==> src/rtl/assert_macros.svh <==
// Assertion helpers shared by the RTL modules.
`ifndef ASSERT_MACROS_SVH
`define ASSERT_MACROS_SVH

// The consequent must hold in the same cycle as the antecedent.
`define ASSERT_SAME(label, clk, rst_n, ante, cons) \
    label: assert property (@(posedge clk) disable iff (!rst_n) (ante) |-> (cons)) \
        else $error("assertion failed");

// The consequent must hold in the cycle after the antecedent.
`define ASSERT_NEXT(label, clk, rst_n, ante, cons) \
    label: assert property (@(posedge clk) disable iff (!rst_n) (ante) |=> (cons)) \
        else $error("assertion failed");

`endif

==> src/rtl/cpct_pkg.sv <==
`timescale 1ns / 1ps

package cpct_pkg;

    // Shape kinds of one collider.
    localparam logic KIND_RECT   = 1'b0;
    localparam logic KIND_CIRCLE = 1'b1;

    // Contact event codes.
    localparam int EV_BITS = 2;
    localparam logic [EV_BITS-1:0] EV_NONE  = 2'd0;
    localparam logic [EV_BITS-1:0] EV_ENTER = 2'd1;
    localparam logic [EV_BITS-1:0] EV_STAY  = 2'd2;
    localparam logic [EV_BITS-1:0] EV_EXIT  = 2'd3;

    // Four operands are squared on one shared multiplier.
    localparam int SEL_BITS  = 2;
    localparam int STEP_BITS = 3;
    localparam logic [STEP_BITS-1:0] STEP_LAST = 3'd4;

    // Commands from the controller to the datapath.
    typedef struct packed {
        logic                clr_en;
        logic                load;
        logic                prep;
        logic                sq_en;
        logic [SEL_BITS-1:0] sq_sel;
        logic                acc_lhs;
        logic                acc_rhs;
        logic                finish;
    } t_cmd;

    // Status from the datapath to the controller.
    typedef struct packed {
        logic clr_last;
        logic rect_pair;
        logic out_free;
    } t_status;

endpackage

==> src/rtl/cpct_pair_if.sv <==
`timescale 1ns / 1ps

interface cpct_pair_if #(
    parameter int ID_BITS    = 5,
    parameter int COORD_BITS = 20,
    parameter int SIZE_BITS  = 16
);
    logic                         valid;
    logic                         ready;
    logic [ID_BITS-1:0]           first_id;
    logic [ID_BITS-1:0]           second_id;
    logic                         first_kind;
    logic                         second_kind;
    logic signed [COORD_BITS-1:0] first_pos_x;
    logic signed [COORD_BITS-1:0] first_pos_y;
    logic signed [COORD_BITS-1:0] second_pos_x;
    logic signed [COORD_BITS-1:0] second_pos_y;
    logic [SIZE_BITS-1:0]         first_width;
    logic [SIZE_BITS-1:0]         first_height;
    logic [SIZE_BITS-1:0]         second_width;
    logic [SIZE_BITS-1:0]         second_height;

    modport source (
        output valid, first_id, second_id, first_kind, second_kind,
        output first_pos_x, first_pos_y, second_pos_x, second_pos_y,
        output first_width, first_height, second_width, second_height,
        input  ready
    );

    modport sink (
        input  valid, first_id, second_id, first_kind, second_kind,
        input  first_pos_x, first_pos_y, second_pos_x, second_pos_y,
        input  first_width, first_height, second_width, second_height,
        output ready
    );
endinterface

==> src/rtl/cpct_result_if.sv <==
`timescale 1ns / 1ps

interface cpct_result_if;
    import cpct_pkg::*;

    logic               valid;
    logic               ready;
    logic [EV_BITS-1:0] contact_event;
    logic               overlapping;

    modport source (output valid, contact_event, overlapping, input ready);
    modport sink (input valid, contact_event, overlapping, output ready);
endinterface

==> src/rtl/cpct_ctrl.sv <==
`timescale 1ns / 1ps
`include "assert_macros.svh"

module cpct_ctrl (
    input  logic              i_clk,
    input  logic              i_rst_n,
    input  logic              i_in_valid,
    output logic              o_in_ready,
    input  cpct_pkg::t_status i_status,
    output cpct_pkg::t_cmd    o_cmd
);
    import cpct_pkg::*;

    localparam logic [2:0] ST_CLR  = 3'd0;
    localparam logic [2:0] ST_IDLE = 3'd1;
    localparam logic [2:0] ST_PREP = 3'd2;
    localparam logic [2:0] ST_MUL  = 3'd3;
    localparam logic [2:0] ST_DONE = 3'd4;

    logic [2:0]           r_state;
    logic [2:0]           n_state;
    logic [STEP_BITS-1:0] r_step;
    logic [STEP_BITS-1:0] n_step;

    // Commands decoded from the state and the multiply step.
    always_comb begin
        o_cmd         = '0;
        o_cmd.clr_en  = (r_state == ST_CLR);
        o_cmd.load    = (r_state == ST_IDLE) && i_in_valid;
        o_cmd.prep    = (r_state == ST_PREP);
        o_cmd.sq_en   = (r_state == ST_MUL) && (r_step != STEP_LAST);
        o_cmd.sq_sel  = r_step[SEL_BITS-1:0];
        o_cmd.acc_lhs = (r_state == ST_MUL) && (r_step inside {3'd1, 3'd2});
        o_cmd.acc_rhs = (r_state == ST_MUL) && (r_step inside {3'd3, 3'd4});
        o_cmd.finish  = (r_state == ST_DONE) && i_status.out_free;
    end

    assign o_in_ready = (r_state == ST_IDLE);

    // Next state.
    always_comb begin
        n_state = r_state;
        n_step  = r_step;
        case (r_state)
            ST_CLR: begin
                if (i_status.clr_last) begin
                    n_state = ST_IDLE;
                end
            end
            ST_IDLE: begin
                if (i_in_valid) begin
                    n_state = ST_PREP;
                end
            end
            ST_PREP: begin
                n_step  = '0;
                n_state = i_status.rect_pair ? ST_DONE : ST_MUL;
            end
            ST_MUL: begin
                if (r_step == STEP_LAST) begin
                    n_state = ST_DONE;
                end else begin
                    n_step = r_step + 1'b1;
                end
            end
            ST_DONE: begin
                if (i_status.out_free) begin
                    n_state = ST_IDLE;
                end
            end
            default: begin
                n_state = ST_IDLE;
            end
        endcase
    end

    // State registers.
    always_ff @(posedge i_clk) begin
        if (!i_rst_n) begin
            r_state <= ST_CLR;
            r_step  <= '0;
        end else begin
            r_state <= n_state;
            r_step  <= n_step;
        end
    end

    `ASSERT_NEXT(a_one_item_at_a_time, i_clk, i_rst_n, i_in_valid && o_in_ready, !o_in_ready)
    `ASSERT_SAME(a_step_in_range, i_clk, i_rst_n, r_state == ST_MUL, r_step <= STEP_LAST)
    `ASSERT_NEXT(a_finish_returns_idle, i_clk, i_rst_n, o_cmd.finish, o_in_ready)

endmodule

==> src/rtl/cpct_datapath.sv <==
`timescale 1ns / 1ps
`include "assert_macros.svh"

module cpct_datapath #(
    parameter int ID_BITS    = 5,
    parameter int COORD_BITS = 20,
    parameter int SIZE_BITS  = 16
) (
    input  logic                         i_clk,
    input  logic                         i_rst_n,
    input  cpct_pkg::t_cmd               i_cmd,
    output cpct_pkg::t_status            o_status,
    input  logic [ID_BITS-1:0]           i_first_id,
    input  logic [ID_BITS-1:0]           i_second_id,
    input  logic                         i_first_kind,
    input  logic                         i_second_kind,
    input  logic signed [COORD_BITS-1:0] i_first_pos_x,
    input  logic signed [COORD_BITS-1:0] i_first_pos_y,
    input  logic signed [COORD_BITS-1:0] i_second_pos_x,
    input  logic signed [COORD_BITS-1:0] i_second_pos_y,
    input  logic [SIZE_BITS-1:0]         i_first_width,
    input  logic [SIZE_BITS-1:0]         i_first_height,
    input  logic [SIZE_BITS-1:0]         i_second_width,
    input  logic [SIZE_BITS-1:0]         i_second_height,
    input  logic                         i_out_ready,
    output logic                         o_out_valid,
    output logic [cpct_pkg::EV_BITS-1:0] o_contact_event,
    output logic                         o_overlapping
);
    import cpct_pkg::*;

    localparam int PAIR_BITS = 2 * ID_BITS;
    localparam int DEPTH     = 1 << PAIR_BITS;
    // Doubled coordinates plus sizes, and their differences, fit in WB signed bits.
    localparam int WB = ((COORD_BITS > SIZE_BITS) ? COORD_BITS : SIZE_BITS) + 3;
    localparam int PB = 2 * WB;

    // Captured item.
    logic                         r_a_circ;
    logic                         r_b_circ;
    logic [PAIR_BITS-1:0]         r_idx;
    logic signed [COORD_BITS-1:0] r_ax;
    logic signed [COORD_BITS-1:0] r_ay;
    logic signed [COORD_BITS-1:0] r_bx;
    logic signed [COORD_BITS-1:0] r_by;
    logic [SIZE_BITS-1:0]         r_aw;
    logic [SIZE_BITS-1:0]         r_ah;
    logic [SIZE_BITS-1:0]         r_bw;
    logic [SIZE_BITS-1:0]         r_bh;

    // Prepared operands and accumulators.
    logic signed [WB-1:0] r_op [4];
    logic                 r_rr_hit;
    logic                 r_old;
    logic [PB-1:0]        r_prod;
    logic [PB-1:0]        r_lhs;
    logic [PB-1:0]        r_rhs;

    // Contact bit store and its clearing counter.
    logic                 mem [DEPTH];
    logic [PAIR_BITS-1:0] r_clr_addr;

    // Output register.
    logic               r_out_valid;
    logic [EV_BITS-1:0] r_ev;
    logic               r_hit;

    logic signed [WB-1:0] ax2, ay2, bx2, by2, aw, ah, bw, bh;
    logic signed [WB-1:0] rdx, rdy, rabs_x, rabs_y;
    logic signed [WB-1:0] cx, cy, cw, ch, rx, ry, rw, rh;
    logic signed [WB-1:0] lo_x, hi_x, lo_y, hi_y, cl_x, cl_y;
    logic signed [WB-1:0] dx, dy, ra, rb;
    logic signed [WB-1:0] sq_op;
    logic signed [PB-1:0] sq;
    logic                 w_hit;
    logic [EV_BITS-1:0]   w_ev;
    logic                 w_ev_hit;

    // Doubled positions and unchanged sizes in the working width.
    assign ax2 = WB'(signed'({r_ax, 1'b0}));
    assign ay2 = WB'(signed'({r_ay, 1'b0}));
    assign bx2 = WB'(signed'({r_bx, 1'b0}));
    assign by2 = WB'(signed'({r_by, 1'b0}));
    assign aw  = WB'(signed'({1'b0, r_aw}));
    assign ah  = WB'(signed'({1'b0, r_ah}));
    assign bw  = WB'(signed'({1'b0, r_bw}));
    assign bh  = WB'(signed'({1'b0, r_bh}));

    // Box overlap test, strict on both axes.
    assign rdx    = ax2 - bx2;
    assign rdy    = ay2 - by2;
    assign rabs_x = (rdx < 0) ? -rdx : rdx;
    assign rabs_y = (rdy < 0) ? -rdy : rdy;

    // Circle against box: the circle side is picked, then clamped into the box.
    assign cx   = r_a_circ ? ax2 : bx2;
    assign cy   = r_a_circ ? ay2 : by2;
    assign cw   = r_a_circ ? aw : bw;
    assign ch   = r_a_circ ? ah : bh;
    assign rx   = r_a_circ ? bx2 : ax2;
    assign ry   = r_a_circ ? by2 : ay2;
    assign rw   = r_a_circ ? bw : aw;
    assign rh   = r_a_circ ? bh : ah;
    assign lo_x = rx - rw;
    assign hi_x = rx + rw;
    assign lo_y = ry - rh;
    assign hi_y = ry + rh;
    assign cl_x = (cx < lo_x) ? lo_x : ((cx > hi_x) ? hi_x : cx);
    assign cl_y = (cy < lo_y) ? lo_y : ((cy > hi_y) ? hi_y : cy);

    // Operand selection: distance terms, then radius terms.
    always_comb begin
        if (r_a_circ && r_b_circ) begin
            dx = (ax2 + aw) - (bx2 + bw);
            dy = (ay2 + ah) - (by2 + bh);
            ra = aw + bw;
            rb = '0;
        end else begin
            dx = cx - cl_x;
            dy = cy - cl_y;
            ra = cw;
            rb = ch;
        end
    end

    // Shared squaring unit.
    assign sq_op = r_op[i_cmd.sq_sel];
    assign sq    = sq_op * sq_op;

    // Overlap decision and contact event.
    assign w_hit = (!r_a_circ && !r_b_circ) ? r_rr_hit : (r_lhs <= r_rhs);

    always_comb begin
        if (w_hit) begin
            w_ev = r_old ? EV_STAY : EV_ENTER;
        end else begin
            w_ev = r_old ? EV_EXIT : EV_NONE;
        end
    end

    // Item capture.
    always_ff @(posedge i_clk) begin
        if (i_cmd.load) begin
            r_a_circ <= (i_first_kind == KIND_CIRCLE);
            r_b_circ <= (i_second_kind == KIND_CIRCLE);
            r_idx    <= {i_first_id, i_second_id};
            r_ax     <= i_first_pos_x;
            r_ay     <= i_first_pos_y;
            r_bx     <= i_second_pos_x;
            r_by     <= i_second_pos_y;
            r_aw     <= i_first_width;
            r_ah     <= i_first_height;
            r_bw     <= i_second_width;
            r_bh     <= i_second_height;
        end
    end

    // Operand preparation, squaring and accumulation.
    always_ff @(posedge i_clk) begin
        if (i_cmd.prep) begin
            r_op[0]  <= dx;
            r_op[1]  <= dy;
            r_op[2]  <= ra;
            r_op[3]  <= rb;
            r_rr_hit <= (rabs_x < aw + bw) && (rabs_y < ah + bh);
            r_lhs    <= '0;
            r_rhs    <= '0;
        end else begin
            if (i_cmd.acc_lhs) begin
                r_lhs <= r_lhs + r_prod;
            end
            if (i_cmd.acc_rhs) begin
                r_rhs <= r_rhs + r_prod;
            end
        end
        if (i_cmd.sq_en) begin
            r_prod <= $unsigned(sq);
        end
    end

    // Contact store: clearing pass, read before the test, write at the end.
    always_ff @(posedge i_clk) begin
        if (i_cmd.clr_en) begin
            mem[r_clr_addr] <= 1'b0;
        end else if (i_cmd.finish) begin
            mem[r_idx] <= w_hit;
        end
        if (i_cmd.prep) begin
            r_old <= mem[r_idx];
        end
    end

    // Clearing address counter.
    always_ff @(posedge i_clk) begin
        if (!i_rst_n) begin
            r_clr_addr <= '0;
        end else if (i_cmd.clr_en) begin
            r_clr_addr <= r_clr_addr + 1'b1;
        end
    end

    // Result register; a transfer on the output frees it.
    always_ff @(posedge i_clk) begin
        if (!i_rst_n) begin
            r_out_valid <= 1'b0;
        end else if (i_cmd.finish) begin
            r_out_valid <= 1'b1;
        end else if (i_out_ready) begin
            r_out_valid <= 1'b0;
        end
    end

    always_ff @(posedge i_clk) begin
        if (i_cmd.finish) begin
            r_ev  <= w_ev;
            r_hit <= w_hit;
        end
    end

    assign o_status.clr_last  = &r_clr_addr;
    assign o_status.rect_pair = !r_a_circ && !r_b_circ;
    assign o_status.out_free  = !r_out_valid || i_out_ready;

    assign o_out_valid     = r_out_valid;
    assign o_contact_event = r_ev;
    assign o_overlapping   = r_hit;

    // Enter and stay are the two events that report an overlap.
    assign w_ev_hit = (r_ev == EV_ENTER) || (r_ev == EV_STAY);

    `ASSERT_SAME(a_event_matches_hit, i_clk, i_rst_n, r_out_valid, r_hit == w_ev_hit)
    `ASSERT_NEXT(a_finish_loads_output, i_clk, i_rst_n, i_cmd.finish, r_out_valid)
    `ASSERT_NEXT(a_result_held_on_stall, i_clk, i_rst_n, r_out_valid && !i_out_ready, r_out_valid)

endmodule

==> src/rtl/collider_pair_contact_tracker_unit.sv <==
`timescale 1ns / 1ps
// Channel    Dir  Modport  Transfer when        Payload
// i_pair     in   sink     valid && ready       ids, kinds, positions, sizes
// o_result   out  source   valid && ready       contact_event, overlapping
//
// A box pair goes through accept, prepare and finish; any pair with a circle
// also passes a multiply phase for the four squares that share one multiplier.
// After reset a clearing pass writes every contact bit, all 2**(2*ID_BITS)
// of them (1024 at the default), before the first pair is accepted.
// A new pair is accepted while the previous result still waits in the output
// register; a stalled output holds the finished pair until it is taken.

module collider_pair_contact_tracker_unit #(
    parameter int ID_BITS    = 5,
    parameter int COORD_BITS = 20,
    parameter int SIZE_BITS  = 16
) (
    input  logic          i_clk,
    input  logic          i_rst_n,
    cpct_pair_if.sink     i_pair,
    cpct_result_if.source o_result
);
    import cpct_pkg::*;

    t_cmd    cmd;
    t_status status;
    logic    in_ready;

    assign i_pair.ready = in_ready;

    cpct_ctrl u_ctrl (
        .i_clk      (i_clk),
        .i_rst_n    (i_rst_n),
        .i_in_valid (i_pair.valid),
        .o_in_ready (in_ready),
        .i_status   (status),
        .o_cmd      (cmd)
    );

    cpct_datapath #(
        .ID_BITS    (ID_BITS),
        .COORD_BITS (COORD_BITS),
        .SIZE_BITS  (SIZE_BITS)
    ) u_datapath (
        .i_clk           (i_clk),
        .i_rst_n         (i_rst_n),
        .i_cmd           (cmd),
        .o_status        (status),
        .i_first_id      (i_pair.first_id),
        .i_second_id     (i_pair.second_id),
        .i_first_kind    (i_pair.first_kind),
        .i_second_kind   (i_pair.second_kind),
        .i_first_pos_x   (i_pair.first_pos_x),
        .i_first_pos_y   (i_pair.first_pos_y),
        .i_second_pos_x  (i_pair.second_pos_x),
        .i_second_pos_y  (i_pair.second_pos_y),
        .i_first_width   (i_pair.first_width),
        .i_first_height  (i_pair.first_height),
        .i_second_width  (i_pair.second_width),
        .i_second_height (i_pair.second_height),
        .i_out_ready     (o_result.ready),
        .o_out_valid     (o_result.valid),
        .o_contact_event (o_result.contact_event),
        .o_overlapping   (o_result.overlapping)
    );

endmodule
==> src/flat_wrapper.sv <==
// flat-port wrapper written by rule: the top's interface ports become plain ports
module collider_pair_contact_tracker_unit_flat import cpct_pkg::*;
#(
    parameter int ID_BITS    = 5,
    parameter int COORD_BITS = 20,
    parameter int SIZE_BITS  = 16
)
  (i_clk, i_rst_n, i_pair_valid, i_pair_first_id, i_pair_second_id, i_pair_first_kind, i_pair_second_kind, i_pair_first_pos_x, i_pair_first_pos_y, i_pair_second_pos_x, i_pair_second_pos_y, i_pair_first_width, i_pair_first_height, i_pair_second_width, i_pair_second_height, i_pair_ready, o_result_valid, o_result_contact_event, o_result_overlapping, o_result_ready);
  cpct_pair_if #(.ID_BITS(ID_BITS), .COORD_BITS(COORD_BITS), .SIZE_BITS(SIZE_BITS)) i_pair_i ();
  cpct_result_if o_result_i ();
  input  logic i_clk;
  input  logic i_rst_n;
  input wire logic [$bits(i_pair_i.valid)-1:0] i_pair_valid;
  input wire logic [$bits(i_pair_i.first_id)-1:0] i_pair_first_id;
  input wire logic [$bits(i_pair_i.second_id)-1:0] i_pair_second_id;
  input wire logic [$bits(i_pair_i.first_kind)-1:0] i_pair_first_kind;
  input wire logic [$bits(i_pair_i.second_kind)-1:0] i_pair_second_kind;
  input wire logic [$bits(i_pair_i.first_pos_x)-1:0] i_pair_first_pos_x;
  input wire logic [$bits(i_pair_i.first_pos_y)-1:0] i_pair_first_pos_y;
  input wire logic [$bits(i_pair_i.second_pos_x)-1:0] i_pair_second_pos_x;
  input wire logic [$bits(i_pair_i.second_pos_y)-1:0] i_pair_second_pos_y;
  input wire logic [$bits(i_pair_i.first_width)-1:0] i_pair_first_width;
  input wire logic [$bits(i_pair_i.first_height)-1:0] i_pair_first_height;
  input wire logic [$bits(i_pair_i.second_width)-1:0] i_pair_second_width;
  input wire logic [$bits(i_pair_i.second_height)-1:0] i_pair_second_height;
  output wire logic [$bits(i_pair_i.ready)-1:0] i_pair_ready;
  output wire logic [$bits(o_result_i.valid)-1:0] o_result_valid;
  output wire logic [$bits(o_result_i.contact_event)-1:0] o_result_contact_event;
  output wire logic [$bits(o_result_i.overlapping)-1:0] o_result_overlapping;
  input wire logic [$bits(o_result_i.ready)-1:0] o_result_ready;
  assign i_pair_i.valid = i_pair_valid;
  assign i_pair_i.first_id = i_pair_first_id;
  assign i_pair_i.second_id = i_pair_second_id;
  assign i_pair_i.first_kind = i_pair_first_kind;
  assign i_pair_i.second_kind = i_pair_second_kind;
  assign i_pair_i.first_pos_x = i_pair_first_pos_x;
  assign i_pair_i.first_pos_y = i_pair_first_pos_y;
  assign i_pair_i.second_pos_x = i_pair_second_pos_x;
  assign i_pair_i.second_pos_y = i_pair_second_pos_y;
  assign i_pair_i.first_width = i_pair_first_width;
  assign i_pair_i.first_height = i_pair_first_height;
  assign i_pair_i.second_width = i_pair_second_width;
  assign i_pair_i.second_height = i_pair_second_height;
  assign i_pair_ready = i_pair_i.ready;
  assign o_result_valid = o_result_i.valid;
  assign o_result_contact_event = o_result_i.contact_event;
  assign o_result_overlapping = o_result_i.overlapping;
  assign o_result_i.ready = o_result_ready;
  collider_pair_contact_tracker_unit #(.ID_BITS(ID_BITS), .COORD_BITS(COORD_BITS), .SIZE_BITS(SIZE_BITS)) u_core (.i_clk(i_clk), .i_rst_n(i_rst_n), .i_pair(i_pair_i), .o_result(o_result_i));
endmodule
==> config.mk <==
export PLATFORM = sky130hd
export DESIGN_NAME = collider_pair_contact_tracker_unit_flat
export DESIGN_NICKNAME = d
export VERILOG_FILES = /design/src/rtl/cpct_pkg.sv /design/src/rtl/cpct_pair_if.sv /design/src/rtl/cpct_result_if.sv /design/src/rtl/cpct_ctrl.sv /design/src/rtl/cpct_datapath.sv /design/src/rtl/collider_pair_contact_tracker_unit.sv /design/src/flat_wrapper.sv
export VERILOG_INCLUDE_DIRS = /design/src /design/src/rtl
export SDC_FILE = /design/constraint.sdc
export NUM_CORES = 2
export LEC_CHECK = 0
export ABC_AREA = 1
export CAP_MARGIN = 30
export CORE_ASPECT_RATIO = 0.9
export CORE_MARGIN = 2
export CORE_UTILIZATION = 40
export CTS_CLUSTER_SIZE = 30
export DETAILED_ROUTE_END_ITERATION = 12
export DONT_BUFFER_PORTS = 1
export PLACE_DENSITY = 0.58
export SYNTH_ARGS = -nofsm -noshare
export SYNTH_HDL_FRONTEND = slang
export SYNTH_SLANG_ARGS = --single-unit
==> constraint.sdc <==
create_clock -name i_clk -period 49.2 [get_ports i_clk]
set_input_delay 9.84 -clock i_clk [delete_from_list [all_inputs] [get_ports i_clk]]
set_output_delay 9.84 -clock i_clk [all_outputs]
set_load 0.05 [all_outputs]
Word-level counts from Yosys, hierarchy flattened
Memory sizes are Yosys's and may differ from the RTL's. A register that Yosys moved wholly into a read port is not among the register bits. Index checks and enable logic that the tools add are counted. Widths: inputs -> output; s select.

Add/subtract/negate cells: 22. Multiply operators: 1. Reductions and logical operators: 21. $lt $le $gt $ge: 9. Mux-type cells: 44. Equal/unequal tests: 14.

Operators with widths (count): $mux 23 (12); $add 46x46->46 (2); $add 21x17->22 (4); $mux 16 (5); $add 23x17->23 (2); $gt 23x23->1 (2); $le 46x46->1 (1); $lt 23x18->1 (2); $lt 23x23->1 (2); $mul 23x23->46 (1); $neg 22->23 (2); $sub 22x22->23 (2); $sub 23x17->23 (2); $sub 23x23->23 (2); $lt 22x1->1 const B (2); $sub 21x21->22 (2); $add 16x16->17 (2); $mux 3 (6); $mux 17 (1); $pmux 3 s5 (1); $eq 3x2->1 const B (4); $mux 1 (12); $add 10x1->10 const B (1); $mux 10 (1); 17 further kinds (38).

Output and inout bits: 5. Memory bits (writable): 1116. Bits of input ports: 160. Memories kept: 2. Flip-flop bits (word level): 315. Word-level logic and storage cells: 134.

Memories: u_core.u_datapath.mem (depth 1024, width 1, rd ports 1, clocked after Yosys merged registers in 1, write ports 1, line cpct_datapath.sv:60) `logic mem [DEPTH];`; u_core.u_datapath.r_op (depth 4, width 23, rd ports 1, clocked after Yosys merged registers in 1, write ports 4, line cpct_datapath.sv:52) `logic signed [WB-1:0] r_op [4];`.

Depth between registers and ports, before layout
Word-level depth: 8. Depth in mapped cells: 52. Depth with buffers taken out: 48.

Hierarchy
Synthesis repeated with hierarchy kept, for this count alone.

Cell total of the unflattened synthesis: 12118. Area total of the unflattened synthesis: 103802.1 sq um.

By module, submodules not included: cpct_datapath (instances 1, cells each 12043, area each 103290.3 sq um); cpct_ctrl (instances 1, cells each 75, area each 511.7 sq um).

Worst setup path after synthesis
No wires, ideal clock.

Kind: input port to flip-flop. From: input port o_result_ready. To: memory u_core.u_datapath.mem[0] (data pin). Data arrival time: 33.978 ns. Required time: 44.239 ns. Path slack: 10.260 ns. Library setup time: 4.961 ns. Stages on the path: 6. Buffers on the path: 2. Cells stage by stage: nor2_1 -> nor3_2 -> inv_2 -> buf_6 -> buf_6 -> nor2_1.

RTL lines: start, declared (line flat_wrapper.sv:30) `input wire logic [$bits(o_result_i.ready)-1:0] o_result_ready;`; end, declared (line cpct_datapath.sv:60).

==> results.md <==
- Crit path max-delay family: buffers and inverters
- Initial antenna violation count: 11
- Dominant synthesized flop cell: edfxtp_1
- Crit-path max FO: approximately 300
- Vias in the first global route: around 80000
- I/O Buffers: 0
- Async set-reset flop share out of synthesis: 0%
- # IOs: 165
- Starting DRT DRC Count: approximately 8700
- Post-DRT Antenna Nets: 0
- Cells after Synth: between 10000 and 15000
- Total gr overflow: 0
- Slowest CP cell: buf_12
- Row Count: roughly 180
- Post-synth EDFFs: around 1300
- Crit path launch type: input pin
- RSZ-0062 raised after global routing: no
- Yosys cell types: 56
- Crit-path cells: nor2_1 > nor3_2 > inv_2 > nor2_4 > buf_12 > buf_4 > buf_16 > buf_12
- Slowest cell delay on critical path: 0.75 ns
- Share of layout cells above drive strength 1: approximately 3.8%
- Total GRT Usage: 24.0%
- Fin nets: roughly 13000
- Pin count of the biggest net entering global routing: between 300 and 400
- Crit share post-route: a little over a quarter
- Setup TNS: 0 ns
- FF+latch count, synth: roughly 1400
- Synth-to-layout area growth: 8.85%
- Final setup vio count: 0
- Yosys top cell area share: between 30% and 40%
- CTS tree: done
- Slew Limit Headroom: roughly 16%
- Cts repair resizes: 0
- Slew @ Worst Pin: 1.26 ns
- Post-Synthesis Cell Area: slightly above 100000 µm²
- Top cells by area, synth: edfxtp_1 (38%), fa_1 (11%), nor2_1 (8.3%)
- Filler cells: roughly 25000
- Bufs and invs on worst path: 5
- Cell taking the most area after synthesis: edfxtp_1
- Util after Layout: 43.7%
- Die height: 485 µm
- Min Tclk post-route: approximately 13 ns
- Post-synthesis sequential area ratio: between 40% and 50%
- Die area: between 200000 and 300000 µm²
- Top cell by count, worst path: buf_12
- Vias: roughly 83000
- Endpoint class of the critical path: register
- Initial Utilization: 40.2%
- Routed len/inst: about 21 µm
- Via density: 5.49
- Detailed Route WL: approximately 320000 µm
- Hold Path Class: register to register
- Clock-pin slew on the worst setup and hold paths: around 0.050 ns
- Synth Warn #: 0
- Core box area: between 200000 and 300000 µm²
- Status: finished, final reports clean
- Worst Setup Path Type: input pin to register
- Hold Violations, Final: 0
- Syn_nets: 13300
- Root Driver: clkbuf_16
- Sink Count: between 1000 and 1500
- Clk buf depth: 4
- Worst hold slack: ~0.45 ns
- Number of remaining DRC errors: 0
- HPWL after DPL: 225000 µm
- Max cap viols: 0
- GPL Wtd Cong: between 0.9 and 1
- First-pass GRT wire length: about 480000 µm
- Setup Buffers After CTS: 0
- Detailed Routing Iterations Pass 1: 9
- Fmax: around 75 MHz
- Mapped Avg Cell Area: around 8.6 µm²
- CTS H-tree lvls: 4
- Worst Path Required: 49.65 ns
- Clk Latency, worst-skew pair: about 0.86 ns
- Worst Skew: around 0.10 ns
- TritonCTS Buffers: between 150 and 200
- Die span in x: 538 µm
- WP data arrival: roughly 14 ns
- Final Max Slew Viols: 0
- CTS Hold Bufs: 0
area by class of cell:
type / instances / area, µm² / share of cell area (%)
flip-flops and latches: 1420 / 41500 / 37.2
repair buffers: 135 / 1840 / 1.64
multi-input cells: 8379 / 53100 / 47.6
inverters: 1553 / 5850 / 5.24
well taps: 3382 / 4230 / 3.79
clock inverters: 76 / 777 / 0.696
diodes: 5 / 12.5 / 0.0112
clock buffers: 206 / 4310 / 3.86
cell families (layout without fill, tap and decap cells):
| family | Yosys count | after routing | share of synthesized area (%) |
|---|---|---|---|
| and+or+nand+nor | 4655 | 4655 | 18.1 |
| AOI/OAI and AO/OA | 2197 | 2197 | 11.8 |
| buffers and inverters | 2112 | 1970 | 7.85 |
| DFF | 1420 | 1420 | 40.5 |
| adders and majority gates | 1219 | 1219 | 19.1 |
| xor gates and xnor gates | 297 | 297 | 2.53 |
| muxes | 11 | 11 | 0.109 |
| other | 0 | 5 | 0 |
layout by cell type (no fill, tap or decap), drive strengths merged, types with 5 or more instances in the layout:
cell type / n
a211oi: 24
a21boi: 12
a21o: 34
a21oi: 582
a221oi: 11
a22oi: 12
a31oi: 54
and2: 6
and3: 9
buf: 134
bufinv: 13
clkbuf: 207
clkinv: 63
clkinvlp: 7
dfxtp: 111
diode: 5
edfxtp: 1309
fa: 586
ha: 633
inv: 1546
mux2i: 10
nand2: 1716
nand3: 432
nand3b: 14
nand4: 74
nor2: 2284
nor3: 73
nor4: 26
o211ai: 46
o21a: 41
o21ai: 1041
o21bai: 29
o221ai: 22
o22ai: 259
o31ai: 15
or2: 16
xnor2: 83
xor2: 214
sequential cells by signal, summed over array words and instances (netlist names), 20 cells and up, named ones only:
register                  cells
u_core.u_datapath.mem      1024
u_core.u_datapath.r_op       79
u_core.u_datapath.r_lhs      46
u_core.u_datapath.r_rhs      46
u_core.u_datapath.r_prod     45
u_core.u_datapath.r_ax       20
u_core.u_datapath.r_ay       20
u_core.u_datapath.r_bx       20
u_core.u_datapath.r_by       20
through the flow:
stage / std cells / worst slack [ns] / instance area [µm²]
floorplan: 11900 / 10.26 / 103000
global placement: 14800 / 34.99 / 106000
detailed placement: 14900 / 35.02 / 106000
CTS: 15100 / 35.87 / 111000
global route: 15200 / 35.54 / 112000
finish: 15200 / 35.81 / 112000
worst reg2reg max path: cells and delay by family (launching register included):
| kind | cells | cell delay [ns] |
|---|---|---|
| and+or+nand+nor | 22 | 3.47 |
| DFF | 1 | 0.41 |
| adders and majority gates | 3 | 1.23 |
| buffers and inverters | 7 | 1.63 |
| AOI/OAI and AO/OA | 12 | 3.10 |
worst paths after layout:
path / start / end / slack, ns / cells after the start
setup / recovery: o_result_ready / u_core.u_datapath.mem[909]$_DFFE_PP_ / 35.81 / 8
hold / removal: u_core.u_datapath.r_clr_addr[5]$_SDFFE_PN0P_ / u_core.u_datapath.r_clr_addr[5]$_SDFFE_PN0P_ / 0.45 / 1
setup reg to reg: u_core.u_datapath.r_a_circ$_DFFE_PP_ / u_core.u_datapath.r_op[0][18]$_DFFE_PP_ / 39.00 / 44
hold reg to reg: u_core.u_datapath.r_clr_addr[5]$_SDFFE_PN0P_ / u_core.u_datapath.r_clr_addr[5]$_SDFFE_PN0P_ / 0.45 / 1
cell usage after synthesis (5+ instances only):
| cell type | instances |
|---|---|
| dfxtp_1 | 111 |
| o21ai_0 | 1013 |
| clkbuf_1 | 452 |
| buf_2 | 67 |
| nand3_1 | 432 |
| buf_1 | 33 |
| edfxtp_1 | 1309 |
| a21boi_0 | 12 |
| nor2_2 | 8 |
| fa_1 | 586 |
| nor3_1 | 72 |
| a221oi_1 | 11 |
| a21oi_1 | 582 |
| nand3b_1 | 14 |
| o21ai_1 | 23 |
| a211oi_1 | 24 |
| xnor2_1 | 83 |
| o31ai_1 | 15 |
| nor4_1 | 26 |
| ha_1 | 633 |
| a22oi_1 | 12 |
| nor2_1 | 2276 |
| and2_1 | 5 |
| clkinv_1 | 13 |
| a31oi_1 | 54 |
| a21o_1 | 34 |
| o21bai_1 | 29 |
| o211ai_1 | 46 |
| nand2_1 | 1712 |
| o22ai_1 | 259 |
| inv_1 | 1531 |
| or2_2 | 16 |
| o221ai_1 | 22 |
| and3_1 | 9 |
| o21a_1 | 41 |
| xor2_1 | 214 |
| nand4_1 | 74 |
| inv_2 | 9 |
| mux2i_1 | 10 |
metal layers:
metal | GRT usage [%] | vias to the layer above | part of all wire [%] | wire [µm]
li1 | - | 38900 | - | -
met5 | 0 | - | 0.020 | 65
met2 | 36.2 | 3242 | 43 | 137000
met4 | 5.52 | 10 | 2.5 | 7860
met1 | 35.9 | 40700 | 46 | 147000
met3 | 3.82 | 448 | 8.2 | 26100
Power is left out: the tool's default activity adds up to more than one toggle a clock period on the data nets, which glitch-free logic cannot reach.
